<file path="config.mk">
export PLATFORM = sky130hd
export DESIGN_NAME = framed_single_wire_transmitter_unit
export DESIGN_NICKNAME = d
export VERILOG_FILES = /design/src/hdl/fswt_pkg.sv /design/src/hdl/fswt_frame_mem.sv /design/src/hdl/fswt_ctrl.sv /design/src/hdl/fswt_out_buf.sv /design/src/hdl/framed_single_wire_transmitter_unit.sv
export SDC_FILE = /design/constraint.sdc
export NUM_CORES = 1
export LEC_CHECK = 0
export BUFFER_PORTS_ARGS = -buffer_cell sky130_fd_sc_hd__buf_2
export CAP_MARGIN = 15
export CORE_ASPECT_RATIO = 1.5
export CORE_UTILIZATION = 31
export DETAILED_ROUTE_END_ITERATION = 10
export SETUP_SLACK_MARGIN = 0.2
export SLEW_MARGIN = 20
export SYNTH_ARGS = -nofsm -noshare
export SYNTH_HDL_FRONTEND = slang
export SYNTH_SLANG_ARGS = --single-unit
</file>
<file path="constraint.sdc">
create_clock -name clk -period 3.7 [get_ports clk]
set_input_delay 0.185 -clock clk [delete_from_list [all_inputs] [get_ports clk]]
set_output_delay 0.185 -clock clk [all_outputs]
set_load 0.005 [all_outputs]
</file>
<file path="src/hdl/fswt_pkg.sv">
`default_nettype none

package fswt_pkg;

  localparam int MAX_FRAME_BYTES = 16;
  localparam int IDX_W           = $clog2(MAX_FRAME_BYTES);
  localparam int LEN_W           = 5;
  localparam int PHASE_W         = 4;

  localparam logic [LEN_W-1:0]   LEN_RESET  = 5'd4;
  localparam logic [LEN_W-1:0]   LEN_MAX    = LEN_W'(MAX_FRAME_BYTES);
  localparam logic [PHASE_W-1:0] START_PHASE = 4'd0;
  localparam logic [PHASE_W-1:0] STOP_PHASE  = 4'd9;

  typedef enum logic {
    ACT_LOAD = 1'b0,
    ACT_TICK = 1'b1
  } action_t;

  // buffer access issued by the control logic
  typedef struct packed {
    logic             we;
    logic [IDX_W-1:0] waddr;
    logic [7:0]       wdata;
    logic             re;
    logic [IDX_W-1:0] raddr;
  } mem_req_t;

  typedef struct packed {
    logic line_level;
    logic accepted;
    logic busy_res;
  } result_t;

endpackage

`default_nettype wire

</file>
<file path="src/hdl/fswt_frame_mem.sv">
`default_nettype none

module fswt_frame_mem (
  input  wire logic               clk,
  input  wire fswt_pkg::mem_req_t req,
  output logic [7:0]              rdata
);

  logic [7:0] mem [fswt_pkg::MAX_FRAME_BYTES];

  always_ff @(posedge clk) begin
    if (req.we) begin
      mem[req.waddr] <= req.wdata;
    end
  end

  // read data register doubles as the byte being sent; write-first on a collision
  always_ff @(posedge clk) begin
    if (req.re) begin
      if (req.we && (req.waddr == req.raddr)) begin
        rdata <= req.wdata;
      end else begin
        rdata <= mem[req.raddr];
      end
    end
  end

endmodule

`default_nettype wire

</file>
<file path="src/hdl/fswt_ctrl.sv">
`default_nettype none

module fswt_ctrl (
  input  wire logic                      clk,
  input  wire logic                      rst,
  input  wire logic                      cfg_we,
  input  wire logic [fswt_pkg::LEN_W-1:0] cfg_data,
  input  wire logic                      take,
  input  wire logic                      action,
  input  wire logic [7:0]                data_byte,
  input  wire logic                      link_ready,
  input  wire logic [7:0]                shift_byte,
  output fswt_pkg::mem_req_t             mem_req,
  output fswt_pkg::result_t              result
);

  logic [fswt_pkg::LEN_W-1:0]   frame_length;
  logic [fswt_pkg::IDX_W-1:0]   byte_index, byte_index_next;
  logic [fswt_pkg::PHASE_W-1:0] bit_phase, bit_phase_next;
  logic                         transmitting, transmitting_next;
  logic                         wire_level, wire_level_next;

  logic [fswt_pkg::LEN_W-1:0]   len_eff;
  logic                         last_byte;
  logic [fswt_pkg::PHASE_W-1:0] phase_m1;
  logic                         acc;

  always_comb begin
    if (frame_length == '0) begin
      len_eff = fswt_pkg::LEN_W'(1);
    end else if (frame_length > fswt_pkg::LEN_MAX) begin
      len_eff = fswt_pkg::LEN_MAX;
    end else begin
      len_eff = frame_length;
    end
  end

  assign last_byte = (fswt_pkg::LEN_W'(byte_index) + fswt_pkg::LEN_W'(1)) >= len_eff;
  assign phase_m1  = bit_phase - fswt_pkg::PHASE_W'(1);

  always_comb begin
    byte_index_next   = byte_index;
    bit_phase_next    = bit_phase;
    transmitting_next = transmitting;
    wire_level_next   = wire_level;
    acc               = 1'b0;
    mem_req           = '0;

    if (take) begin
      if (action == fswt_pkg::ACT_LOAD) begin
        if (!transmitting) begin
          mem_req.we    = 1'b1;
          mem_req.waddr = byte_index;
          mem_req.wdata = data_byte;
          acc           = 1'b1;
          if (last_byte) begin
            byte_index_next   = '0;
            bit_phase_next    = fswt_pkg::START_PHASE;
            transmitting_next = 1'b1;
            mem_req.re        = 1'b1;
            mem_req.raddr     = '0;
          end else begin
            byte_index_next = byte_index + fswt_pkg::IDX_W'(1);
          end
        end
      end else if (link_ready && transmitting) begin
        if (bit_phase == fswt_pkg::START_PHASE) begin
          wire_level_next = 1'b0;
          bit_phase_next  = fswt_pkg::PHASE_W'(1);
        end else if (bit_phase < fswt_pkg::STOP_PHASE) begin
          wire_level_next = shift_byte[phase_m1[2:0]];
          bit_phase_next  = bit_phase + fswt_pkg::PHASE_W'(1);
        end else begin
          wire_level_next = 1'b1;
          bit_phase_next  = fswt_pkg::START_PHASE;
          if (last_byte) begin
            transmitting_next = 1'b0;
            byte_index_next   = '0;
          end else begin
            // next byte lands in the read register before its first data bit
            byte_index_next = byte_index + fswt_pkg::IDX_W'(1);
            mem_req.re      = 1'b1;
            mem_req.raddr   = byte_index + fswt_pkg::IDX_W'(1);
          end
        end
      end
    end
  end

  always_ff @(posedge clk) begin
    if (rst) begin
      frame_length <= fswt_pkg::LEN_RESET;
    end else if (cfg_we) begin
      frame_length <= cfg_data;
    end
  end

  always_ff @(posedge clk) begin
    if (rst) begin
      byte_index   <= '0;
      bit_phase    <= fswt_pkg::START_PHASE;
      transmitting <= 1'b0;
      wire_level   <= 1'b1;
    end else begin
      byte_index   <= byte_index_next;
      bit_phase    <= bit_phase_next;
      transmitting <= transmitting_next;
      wire_level   <= wire_level_next;
    end
  end

  assign result.line_level = wire_level_next;
  assign result.accepted   = acc;
  assign result.busy_res   = transmitting_next;

  a_phase_range: assert property (@(posedge clk) disable iff (rst)
    bit_phase <= fswt_pkg::STOP_PHASE)
    else $error("bit phase beyond stop bit");

  a_idle_line_high: assert property (@(posedge clk) disable iff (rst)
    !transmitting |-> (wire_level && (bit_phase == fswt_pkg::START_PHASE)))
    else $error("idle with line low or phase not at start");

  a_no_write_while_sending: assert property (@(posedge clk) disable iff (rst)
    transmitting |-> !mem_req.we)
    else $error("buffer written during a frame");

  a_frame_start_reads_first: assert property (@(posedge clk) disable iff (rst)
    (!transmitting && transmitting_next) |-> (mem_req.re && (mem_req.raddr == '0)))
    else $error("frame started without fetching the first byte");

endmodule

`default_nettype wire

</file>
<file path="src/hdl/fswt_out_buf.sv">
`default_nettype none

module fswt_out_buf (
  input  wire logic              clk,
  input  wire logic              rst,
  input  wire logic              take,
  input  wire fswt_pkg::result_t res_in,
  output logic                   full,
  output logic                   res_valid,
  input  wire logic              res_stall,
  output fswt_pkg::result_t      res_out
);

  logic              skid_valid;
  fswt_pkg::result_t skid;
  logic              out_free;

  assign out_free = !res_valid || !res_stall;
  assign full     = skid_valid;

  always_ff @(posedge clk) begin
    if (rst) begin
      res_valid  <= 1'b0;
      skid_valid <= 1'b0;
    end else begin
      if (out_free) begin
        res_valid  <= skid_valid || take;
        skid_valid <= 1'b0;
      end else if (take) begin
        skid_valid <= 1'b1;
      end
    end
  end

  always_ff @(posedge clk) begin
    if (out_free) begin
      if (skid_valid) begin
        res_out <= skid;
      end else if (take) begin
        res_out <= res_in;
      end
    end else if (take) begin
      skid <= res_in;
    end
  end

endmodule

`default_nettype wire

</file>
<file path="src/hdl/framed_single_wire_transmitter_unit.sv">
// Results are registered in the output buffer before they are presented.
// Throughput: one transaction per cycle while item_stall is low; each load or tick is one
// state update plus at most one buffer write and one buffer read; the read register holds
// the byte on the wire. A two-entry output buffer takes one more transaction while a result
// is stalled, then the input stalls until the output moves again.
// Reset (rst, synchronous): line high, not sending, collect position zero, frame length 4.
`default_nettype none

module framed_single_wire_transmitter_unit (
  input  wire logic                        clk,
  input  wire logic                        rst,
  input  wire logic                        cfg_we,
  input  wire logic [fswt_pkg::LEN_W-1:0]  cfg_data,
  input  wire logic                        item_valid,
  output logic                             item_stall,
  input  wire logic                        action,
  input  wire logic [7:0]                  data_byte,
  input  wire logic                        link_ready,
  output logic                             res_valid,
  input  wire logic                        res_stall,
  output logic                             line_level,
  output logic                             accepted,
  output logic                             busy_res
);

  logic               take;
  logic               full;
  logic [7:0]         shift_byte;
  fswt_pkg::mem_req_t mem_req;
  fswt_pkg::result_t  result;
  fswt_pkg::result_t  res_out;

  assign item_stall = full;
  assign take       = item_valid && !full;

  fswt_ctrl u_ctrl (
    .clk        (clk),
    .rst        (rst),
    .cfg_we     (cfg_we),
    .cfg_data   (cfg_data),
    .take       (take),
    .action     (action),
    .data_byte  (data_byte),
    .link_ready (link_ready),
    .shift_byte (shift_byte),
    .mem_req    (mem_req),
    .result     (result)
  );

  fswt_frame_mem u_mem (
    .clk   (clk),
    .req   (mem_req),
    .rdata (shift_byte)
  );

  fswt_out_buf u_out (
    .clk       (clk),
    .rst       (rst),
    .take      (take),
    .res_in    (result),
    .full      (full),
    .res_valid (res_valid),
    .res_stall (res_stall),
    .res_out   (res_out)
  );

  assign line_level = res_out.line_level;
  assign accepted   = res_out.accepted;
  assign busy_res   = res_out.busy_res;

endmodule

`default_nettype wire
</file>
==> impl_metrics.sql, run 1 <==
INSERT INTO impl_metrics (metric_group, metric, value, unit) VALUES
('pwr', 'power.static_leakage', '2.80', 'nW'),
('floorplanning', 'die_h', '183', 'µm'),
('worst_setup_path', 'setup.worst_path.class', 'reg2reg', ''),
('clock_tree', 'cts_max_level', '4', ''),
('grt', 'grt-ovfl-total', '0', ''),
('worst_setup_path', 'setup.worst_path.start_class', 'flip-flop', ''),
('synthesis', 'syn_avg_cell_area', '13.3', 'µm²'),
('clock_tree', 'sinks_on_clock_net', '159', ''),
('drt', 'detailed_route_via_count', '4427', ''),
('sta', 'relSlewSlack', '0.235', ''),
('finish', 'antenna_cells', '0', ''),
('floorplanning', 'floorplan.io_pins', '25', ''),
('drt', 'wl_met2', '9.32', 'mm'),
('sta', 'fin_max_slew_vios', '0', ''),
('finish', 'layout-drive-gt1-share', '0.175', ''),
('clock_tree', 'cts.clk_slew.worst_paths', '0.07', 'ns'),
('finish', 'finalNetCount', '585', ''),
('placement', 'number_of_cells_after_detailed_placement', '799', ''),
('clock_tree', 'cts.root.buffer_cell', 'clkbuf_16', ''),
('pwr', 'clockPowerShare', '0.453', ''),
('min_path', 'hold_path.class', 'in2reg', ''),
('worst_setup_path', 'timing.critical_path.to_type', 'flip-flop', ''),
('sta', 'slew_of_the_pin_with_the_lowest_slew_margin', '1.14', 'ns'),
('floorplanning', 'floorplan_die_width', '123', 'µm'),
('synthesis', 'number_of_synthesized_register_bits', '159', ''),
('clock_tree', 'worst_skew_pair.late_latency', '0.42', 'ns'),
('drt', 'detail_route.vias_per_cell', '5.28', ''),
('drt', 'wl_met1', '5.95', 'mm'),
('min_path', 'worstHoldPathCells', '3', ''),
('floorplanning', 'core-area', '21200', 'µm²'),
('pwr', 'total_power', '0.00414', 'W'),
('synthesis', 'yosysWarnings', '0', ''),
('synthesis', 'netlist_instances', '509', ''),
('synthesis', 'synth-edff-count', '142', ''),
('placement', 'dp.final_hpwl', '11.4', 'mm'),
('grt', 'grt_pass1_wl', '25.0', 'mm'),
('drt', 'dr.first_iter.drc_count', '360', ''),
('finish', 'syn2layout_area_growth', '18.5', '%'),
('synthesis', 'synth_cell_types', '52', ''),
('worst_setup_path', 'worst_ep_arrival_time', '3.50', 'ns'),
('synthesis', 'synth_nets', '537', ''),
('floorplanning', 'floorplan.die_area', '22400', 'µm²'),
('drt', 'wl', '16.8', 'mm'),
('grt', 'maximum_number_of_pins_on_one_net_before_global_route_repair', '39', ''),
('sta', 'finalCriticalPeriod', '3.32', 'ns'),
('drt', 'highest_layer', 'met4', ''),
('pwr', 'power.net_switching', '0.000919', 'W'),
('synthesis', 'synth_ff_type', 'edfxtp_1', ''),
('job', 'cap_viol_max_count', '0', ''),
('pwr', 'p_int', '0.00322', 'W'),
('floorplanning', 'row_count', '65', ''),
('synthesis', 'synth-async-reset-ratio', '0', ''),
('grt', 'first_global_vias', '4515', ''),
('grt', 'grt_util_all_layers', '0.154', ''),
('floorplanning', 'effective_utilization_at_floorplan', '0.319', ''),
('finish', 'finish.cell_count_without_fillers', '838', ''),
('placement', 'number_of_buffers_added_on_ports', '24', ''),
('sta', 'fmaxAchievable', '0.301', 'GHz'),
('synthesis', 'synth_seq_area_share', '0.681', ''),
('worst_setup_path', 'critical_path.max_fanout', '11', ''),
('synthesis', 'post_synth_instance_area', '6760', 'µm²'),
('drt', 'route.detailed.drc', '0', ''),
('sta', 'final_hold_viol_count', '0', ''),
('sta', 'clock-skew-final', '0.0111', 'ns'),
('drt', 'drtAntennaViolNets', '0', ''),
('pwr', 'power.share.switching', '0.222', ''),
('drt', 'post_drt_wl_per_cell', '20.1', 'µm'),
('pwr', 'ir_worst_vdd', '0.000290', 'V'),
('pwr', 'sequentialPowerShare', '0.481', ''),
('worst_setup_path', 'reg2regPathDepth', '12', ''),
('sta', 'report.final.setup_viol', '0', ''),
('pwr', 'part_of_the_power_in_combinational_logic', '0.066', ''),
('drt', 'drt-pass1-iter-count', '5', ''),
('placement', 'place.gp.congestion', '0.852', ''),
('clock_tree', 'clock_buffer_depth', '2', ''),
('clock_tree', 'cts_tree', 'done', ''),
('sta', 'unrepaired_setup_endpoints_after_global_routing', 'no', ''),
('status', 'outcome', 'finished, final reports clean', ''),
('pwr', 'power_per_standard_cell_area', '516', 'nW/µm²'),
('worst_setup_path', 'worst_ep_required_time', '3.88', 'ns'),
('clock_tree', 'cts-buffers-inserted', '17', ''),
('sta', 'post-route-period-util', '0.898', ''),
('drt', 'met3WireLength', '771', 'µm'),
('grt', 'antenna_found_initial', '0', ''),
('sta', 'setup_tns', '0', 'ns');
metal layers:
metal	vias to the layer above	track usage
met3	45	0.0277
met4	0	0.0951
met2	150	0.289
met1	2171	0.151
met5	-	0
li1	2061	-
sequential cells by signal, indices dropped and copies added (netlist names):
name	count
u_ctrl.byte_index	4
u_out.res_valid	1
u_out.skid	3
u_ctrl.bit_phase	4
u_ctrl.transmitting	1
u_mem.rdata	8
u_out.full	1
u_mem.mem	128
u_out.res_out	3
u_ctrl.frame_length	5
u_ctrl.wire_level	1
timing repair:
item,in CTS,in global routing
setup endpoints to repair,1,8
setup buffers,0,4
gates resized for setup,1,5
endpoints found under the hold margin,2,0
hold buffers,2,0
gates cloned,0,1
pin swaps,1,2
path summary, 6_finish.rpt:
check	startpoint	end	slack [ns]
worst max-delay path	u_ctrl.byte_index[0]	u_mem.rdata[1]	0.38
worst min-delay path	cfg_data[4]	u_ctrl.frame_length[4]	0.01
worst max register to register	u_ctrl.byte_index[0]	u_mem.rdata[1]	0.38
worst min register to register	u_ctrl.wire_level	u_ctrl.wire_level	0.50
Yosys cell counts, types with 3 or more instances:
cell / n / area (µm²)
clkbuf_1: 18 / 67.6
inv_1: 9 / 33.8
a22oi_1: 6 / 45.0
a211oi_1: 7 / 52.6
nor4_1: 10 / 62.6
dfxtp_1: 17 / 340
nand3_1: 21 / 105
a21oi_1: 22 / 110
ha_1: 8 / 100
nand2_1: 22 / 82.6
o21ai_0: 24 / 120
o22ai_1: 16 / 100
mux2i_1: 23 / 230
xnor2_1: 3 / 26.3
nor2_1: 57 / 214
o211ai_1: 5 / 37.5
a21o_1: 3 / 22.5
nand2b_1: 5 / 31.3
a211o_1: 3 / 26.3
nor2b_1: 12 / 75.1
edfxtp_1: 142 / 4260
and2_1: 11 / 68.8
buf_4: 4 / 30.0
o2111ai_1: 3 / 26.3
a221oi_1: 7 / 61.3
nor3_1: 11 / 55.1
mux2_2: 5 / 56.3
cell type report:
cell class	count	area, µm²
Fill cell	1961	13200
Sequential cell	159	4610
Multi-Input combinational cell	315	2050
Clock buffer	18	429
Timing Repair Buffer	53	343
Tap cell	268	335
Clock inverter	14	208
Inverter	11	41.3
power groups by stage:
stage / registers (W) / logic [W] / clock network (W)
after global routing: 0.00199 / 0.000294 / 0.00197
final: 0.00199 / 0.000272 / 0.00187
after floorplan: 0.00202 / 0.000157 / 0
after detailed placement: 0.00203 / 0.000253 / 0
after CTS: 0.00199 / 0.000257 / 0.00189
after global placement: 0.00203 / 0.000250 / 0
metrics by stage:
| step | setup slack (ns) | hold WS (ns) | area (µm²) | utilization |
|---|---|---|---|---|
| finish | 0.379 | 0.00969 | 8020 | 0.378 |
| global route | 0.254 | 0.0224 | 8020 | 0.378 |
| CTS | 0.210 | 0.0104 | 7950 | 0.375 |
| detailed placement | 0.193 | 0.400 | 7300 | 0.344 |
| global placement | 0.283 | 0.400 | 7280 | 0.343 |
| floorplan | 0.654 | 0.257 | 6760 | - |
logic make-up (layout without fill, tap and decap cells):
kind of cell / after synthesis / count (layout) / synth area share
AO/OA/AOI/OAI: 111 / 112 / 0.108
XOR/XNOR: 5 / 5 / 0.00648
adder cells (fa/ha/maj): 8 / 8 / 0.0148
buffers and inverters: 36 / 96 / 0.0237
flip-flops: 159 / 159 / 0.681
multiplexers: 30 / 30 / 0.0490
AND/OR/NAND/NOR: 160 / 160 / 0.117
layout by cell type (no fill, tap or decap), types with 3 or more instances in the layout:
cell type | synthesis | layout
mux2_2 | 5 | 5
nor2_1 | 57 | 57
a211o_1 | 3 | 3
mux2i_1 | 23 | 23
inv_6 | 0 | 3
nand2_1 | 22 | 22
a21oi_1 | 22 | 21
nor4_1 | 10 | 10
clkinv_4 | 0 | 4
ha_1 | 8 | 7
a22oi_1 | 6 | 6
o21ai_0 | 24 | 24
buf_2 | 2 | 24
buf_4 | 4 | 27
o211ai_1 | 5 | 5
o22ai_1 | 16 | 16
nor3_1 | 11 | 11
and2_1 | 11 | 11
nand2b_1 | 5 | 5
bufinv_16 | 0 | 4
edfxtp_1 | 142 | 142
clkbuf_16 | 0 | 17
nor2b_1 | 12 | 12
xnor2_1 | 3 | 3
a221oi_1 | 7 | 7
dfxtp_1 | 17 | 15
inv_1 | 9 | 9
a21o_1 | 3 | 3
a211oi_1 | 7 | 7
nand3_1 | 21 | 21
worst max-delay path, stage by stage (launching register included):
cell       delay (ns)
dfxtp_1          0.39
ha_2             0.24
xnor2_1          0.16
inv_1            0.13
ha_1             0.33
a21oi_1          0.18
o21a_2           0.21
o21ai_1          0.09
buf_4            0.20
or3_1            0.45
o211ai_1         0.40
o2bb2ai_1        0.14
a21o_1           0.16
Note: power is estimated with default switching activity, not from simulation.
==> run 2: changes to the inputs <==
--- a/config.mk
+++ b/config.mk
@@ -11,5 +11,5 @@
 export CORE_UTILIZATION = 31
 export DETAILED_ROUTE_END_ITERATION = 10
-export SETUP_SLACK_MARGIN = 0.2
+export SETUP_SLACK_MARGIN = 0.02
 export SLEW_MARGIN = 20
 export SYNTH_ARGS = -nofsm -noshare
==> constraint.sdc (replaced) <==
create_clock -name clk -period 3.7 [get_ports clk]
set_input_delay 0.185 -clock clk [delete_from_list [all_inputs] [get_ports clk]]
set_output_delay 0.185 -clock clk [all_outputs]
set_load 0.05 [all_outputs]
==> impl_metrics.sql, run 2 (synthesized netlist as in run 1, its figures left out) <==
INSERT INTO impl_metrics (metric_group, metric, value, unit) VALUES
('status', 'outcome', 'finished, final reports clean', ''),
('drt', 'detail_route.vias_per_cell', '5.31', ''),
('sta', 'relSlewSlack', '0.257', ''),
('grt', 'first_global_vias', '4513', ''),
('clock_tree', 'worst_skew_pair.late_latency', '0.42', 'ns'),
('worst_setup_path', 'setup.worst_path.class', 'reg2reg', ''),
('pwr', 'sequentialPowerShare', '0.481', ''),
('pwr', 'p_int', '0.00321', 'W'),
('sta', 'finalWorstSetupSlack', '0.152', 'ns'),
('finish', 'layout.core_utilization', '0.375', ''),
('placement', 'number_of_buffers_added_on_ports', '24', ''),
('grt', 'grt_pass1_wl', '25.0', 'mm'),
('pwr', 'power.share.switching', '0.224', ''),
('pwr', 'power_per_standard_cell_area', '519', 'nW/µm²'),
('worst_setup_path', 'crit_top_cell', 'ha_1', ''),
('sta', 'fmaxAchievable', '0.282', 'GHz'),
('sta', 'clock-skew-final', '0.0121', 'ns'),
('drt', 'dr.first_iter.drc_count', '294', ''),
('sta', 'report.final.setup_viol', '0', ''),
('pwr', 'clockPowerShare', '0.454', ''),
('grt', 'antenna_found_initial', '0', ''),
('finish', 'finish.cell_count_without_fillers', '834', ''),
('min_path', 'hold_path.class', 'in2reg', ''),
('sta', 'fin_max_slew_vios', '0', ''),
('sta', 'final_hold_viol_count', '0', ''),
('grt', 'grt_util_all_layers', '0.154', ''),
('drt', 'post_drt_wl_per_cell', '19.7', 'µm'),
('floorplanning', 'floorplan.io_pins', '25', ''),
('finish', 'layout-drive-gt1-share', '0.163', ''),
('clock_tree', 'clock_buffer_depth', '2', ''),
('placement', 'dp.final_hpwl', '11.4', 'mm'),
('pwr', 'power.static_leakage', '2.79', 'nW'),
('finish', 'filler_cell_count', '1958', ''),
('finish', 'mostFrequentLayoutCells', 'edfxtp_1, nor2_1, o21ai_0, buf_2, buf_4', ''),
('sta', 'finalCriticalPeriod', '3.55', 'ns'),
('clock_tree', 'cts.clk_slew.worst_paths', '0.07', 'ns'),
('finish', 'finalNetCount', '581', ''),
('finish', 'layout_top_registers', 'u_mem.mem x128, u_mem.rdata x8, u_ctrl.frame_length x5', ''),
('finish', 'layout.cells.most_common', 'edfxtp_1', ''),
('worst_setup_path', 'timing.critical_path.max_delay_family', 'compound AO/OA/AOI/OAI gates', ''),
('clock_tree', 'cts_tree', 'done', ''),
('finish', 'largest_register', 'u_mem.mem', ''),
('worst_setup_path', 'cpPeakStageDelay', '0.45', 'ns'),
('pwr', 'part_of_the_power_in_combinational_logic', '0.065', ''),
('floorplanning', 'effective_utilization_at_floorplan', '0.319', ''),
('pwr', 'ir_worst_vdd', '0.000287', 'V'),
('sta', 'setup_tns', '0', 'ns'),
('clock_tree', 'cts-buffers-inserted', '17', ''),
('floorplanning', 'die_h', '183', 'µm'),
('floorplanning', 'floorplan.die_area', '22400', 'µm²'),
('drt', 'drt-pass1-iter-count', '5', ''),
('worst_setup_path', 'worst_ep_required_time', '3.88', 'ns'),
('sta', 'post-route-period-util', '0.959', ''),
('worst_setup_path', 'ordered_list_of_cells_on_the_worst_path', 'ha_1 > xnor2_1 > inv_1 > ha_1 > a21oi_1 > o21a_1 > o21ai_1 > buf_4 > or3_1 > o211ai_1 > o2bb2ai_1 > a21o_1', ''),
('grt', 'maximum_number_of_pins_on_one_net_before_global_route_repair', '39', ''),
('drt', 'route.detailed.drc', '0', ''),
('clock_tree', 'sinks_on_clock_net', '159', ''),
('floorplanning', 'core-area', '21200', 'µm²'),
('worst_setup_path', 'critical_path.max_fanout', '11', ''),
('job', 'cap_viol_max_count', '0', ''),
('drt', 'wl', '16.5', 'mm'),
('placement', 'place_ws', '0.193', 'ns'),
('finish', 'antenna_cells', '0', ''),
('drt', 'drtAntennaViolNets', '0', ''),
('clock_tree', 'cts_max_level', '4', ''),
('placement', 'place.gp.congestion', '0.852', ''),
('worst_setup_path', 'timing.critical_path.to_type', 'flip-flop', ''),
('pwr', 'power.net_switching', '0.000925', 'W'),
('floorplanning', 'row_count', '65', ''),
('finish', 'syn2layout_area_growth', '17.8', '%'),
('placement', 'number_of_cells_after_detailed_placement', '799', ''),
('floorplanning', 'floorplan_die_width', '123', 'µm'),
('finish', 'largest_register_ffs', '128', ''),
('sta', 'slew_of_the_pin_with_the_lowest_slew_margin', '1.11', 'ns'),
('worst_setup_path', 'worst_ep_arrival_time', '3.73', 'ns'),
('clock_tree', 'cts.root.buffer_cell', 'clkbuf_16', ''),
('sta', 'unrepaired_setup_endpoints_after_global_routing', 'yes', ''),
('grt', 'grt-ovfl-total', '0', ''),
('worst_setup_path', 'critical_path.n_buffers_inverters', '2', ''),
('worst_setup_path', 'setup.worst_path.start_class', 'flip-flop', ''),
('drt', 'detailed_route_via_count', '4429', ''),
('worst_setup_path', 'crit_slowest_cell', 'or3_1', '');
## run 2: cell types whose count changed in the layout (fill, tap and decap cells not counted), sizes merged
cell,previous run,this run
buf,51,48
o2111ai,4,3
## run 2: tightest hold or removal path, delay by kind of cell
kind	cells	cell delay (ns)
buffers and inverters	1	0.07
multiplexers	1	0.06
AND/OR/NAND/NOR	1	0.08
## run 2: repair_timing
action / 4_1_cts / 5_1_grt
setup endpoints to repair: 0 / 6
hold buffers: 2 / 0
hold endpoints to repair: 2 / 0
buffers inserted: 0 / 1
gates resized for setup: 0 / 1
## run 2: metrics by stage
| stage | hold slack, ns | area, µm² | total power, W |
|---|---|---|---|
| after floorplan | 0.257 | 6760 | 0.00219 |
| after global placement | 0.400 | 7280 | 0.00229 |
| after detailed placement | 0.400 | 7300 | 0.00229 |
| after CTS | 0.0104 | 7950 | 0.00415 |
| after global routing | 0.0225 | 7960 | 0.00425 |
| final | 0.0125 | 7960 | 0.00413 |
## run 2: path summary, 6_finish.rpt
kind | cells past startpoint | start | to | slack (ns)
min reg2reg | 2 | u_ctrl.wire_level | u_ctrl.wire_level | 0.50
min | 3 | cfg_data[4] | u_ctrl.frame_length[4] | 0.01
max reg2reg | 12 | u_ctrl.byte_index[1] | u_mem.rdata[1] | 0.15
max | 12 | u_ctrl.byte_index[1] | u_mem.rdata[1] | 0.15
## run 2: cell type report
class / instances / area (µm²) / share of cell area
clock buffer: 18 / 429 / 0.0539
clock inverter: 14 / 208 / 0.0261
inverter: 11 / 41.3 / 0.00518
multi-input combinational: 314 / 2030 / 0.254
sequential: 159 / 4600 / 0.578
tap: 268 / 335 / 0.0421
timing repair buffer: 50 / 320 / 0.0402
## run 2: power groups by stage
stage	Clock [W]	Sequential (W)	Combinational [W]
after floorplan	0	0.00203	0.000157
after global placement	0	0.00203	0.000261
after detailed placement	0	0.00203	0.000264
after CTS	0.00189	0.00199	0.000268
after global routing	0.00197	0.00199	0.000292
final	0.00188	0.00199	0.000269
## run 2: routing by layer
layer	track usage	vias up	share of wire
li1	-	2043	-
met5	0	-	0
met3	0.0277	47	0.037
met4	0.0951	0	0.052
met2	0.289	137	0.56
met1	0.151	2202	0.35
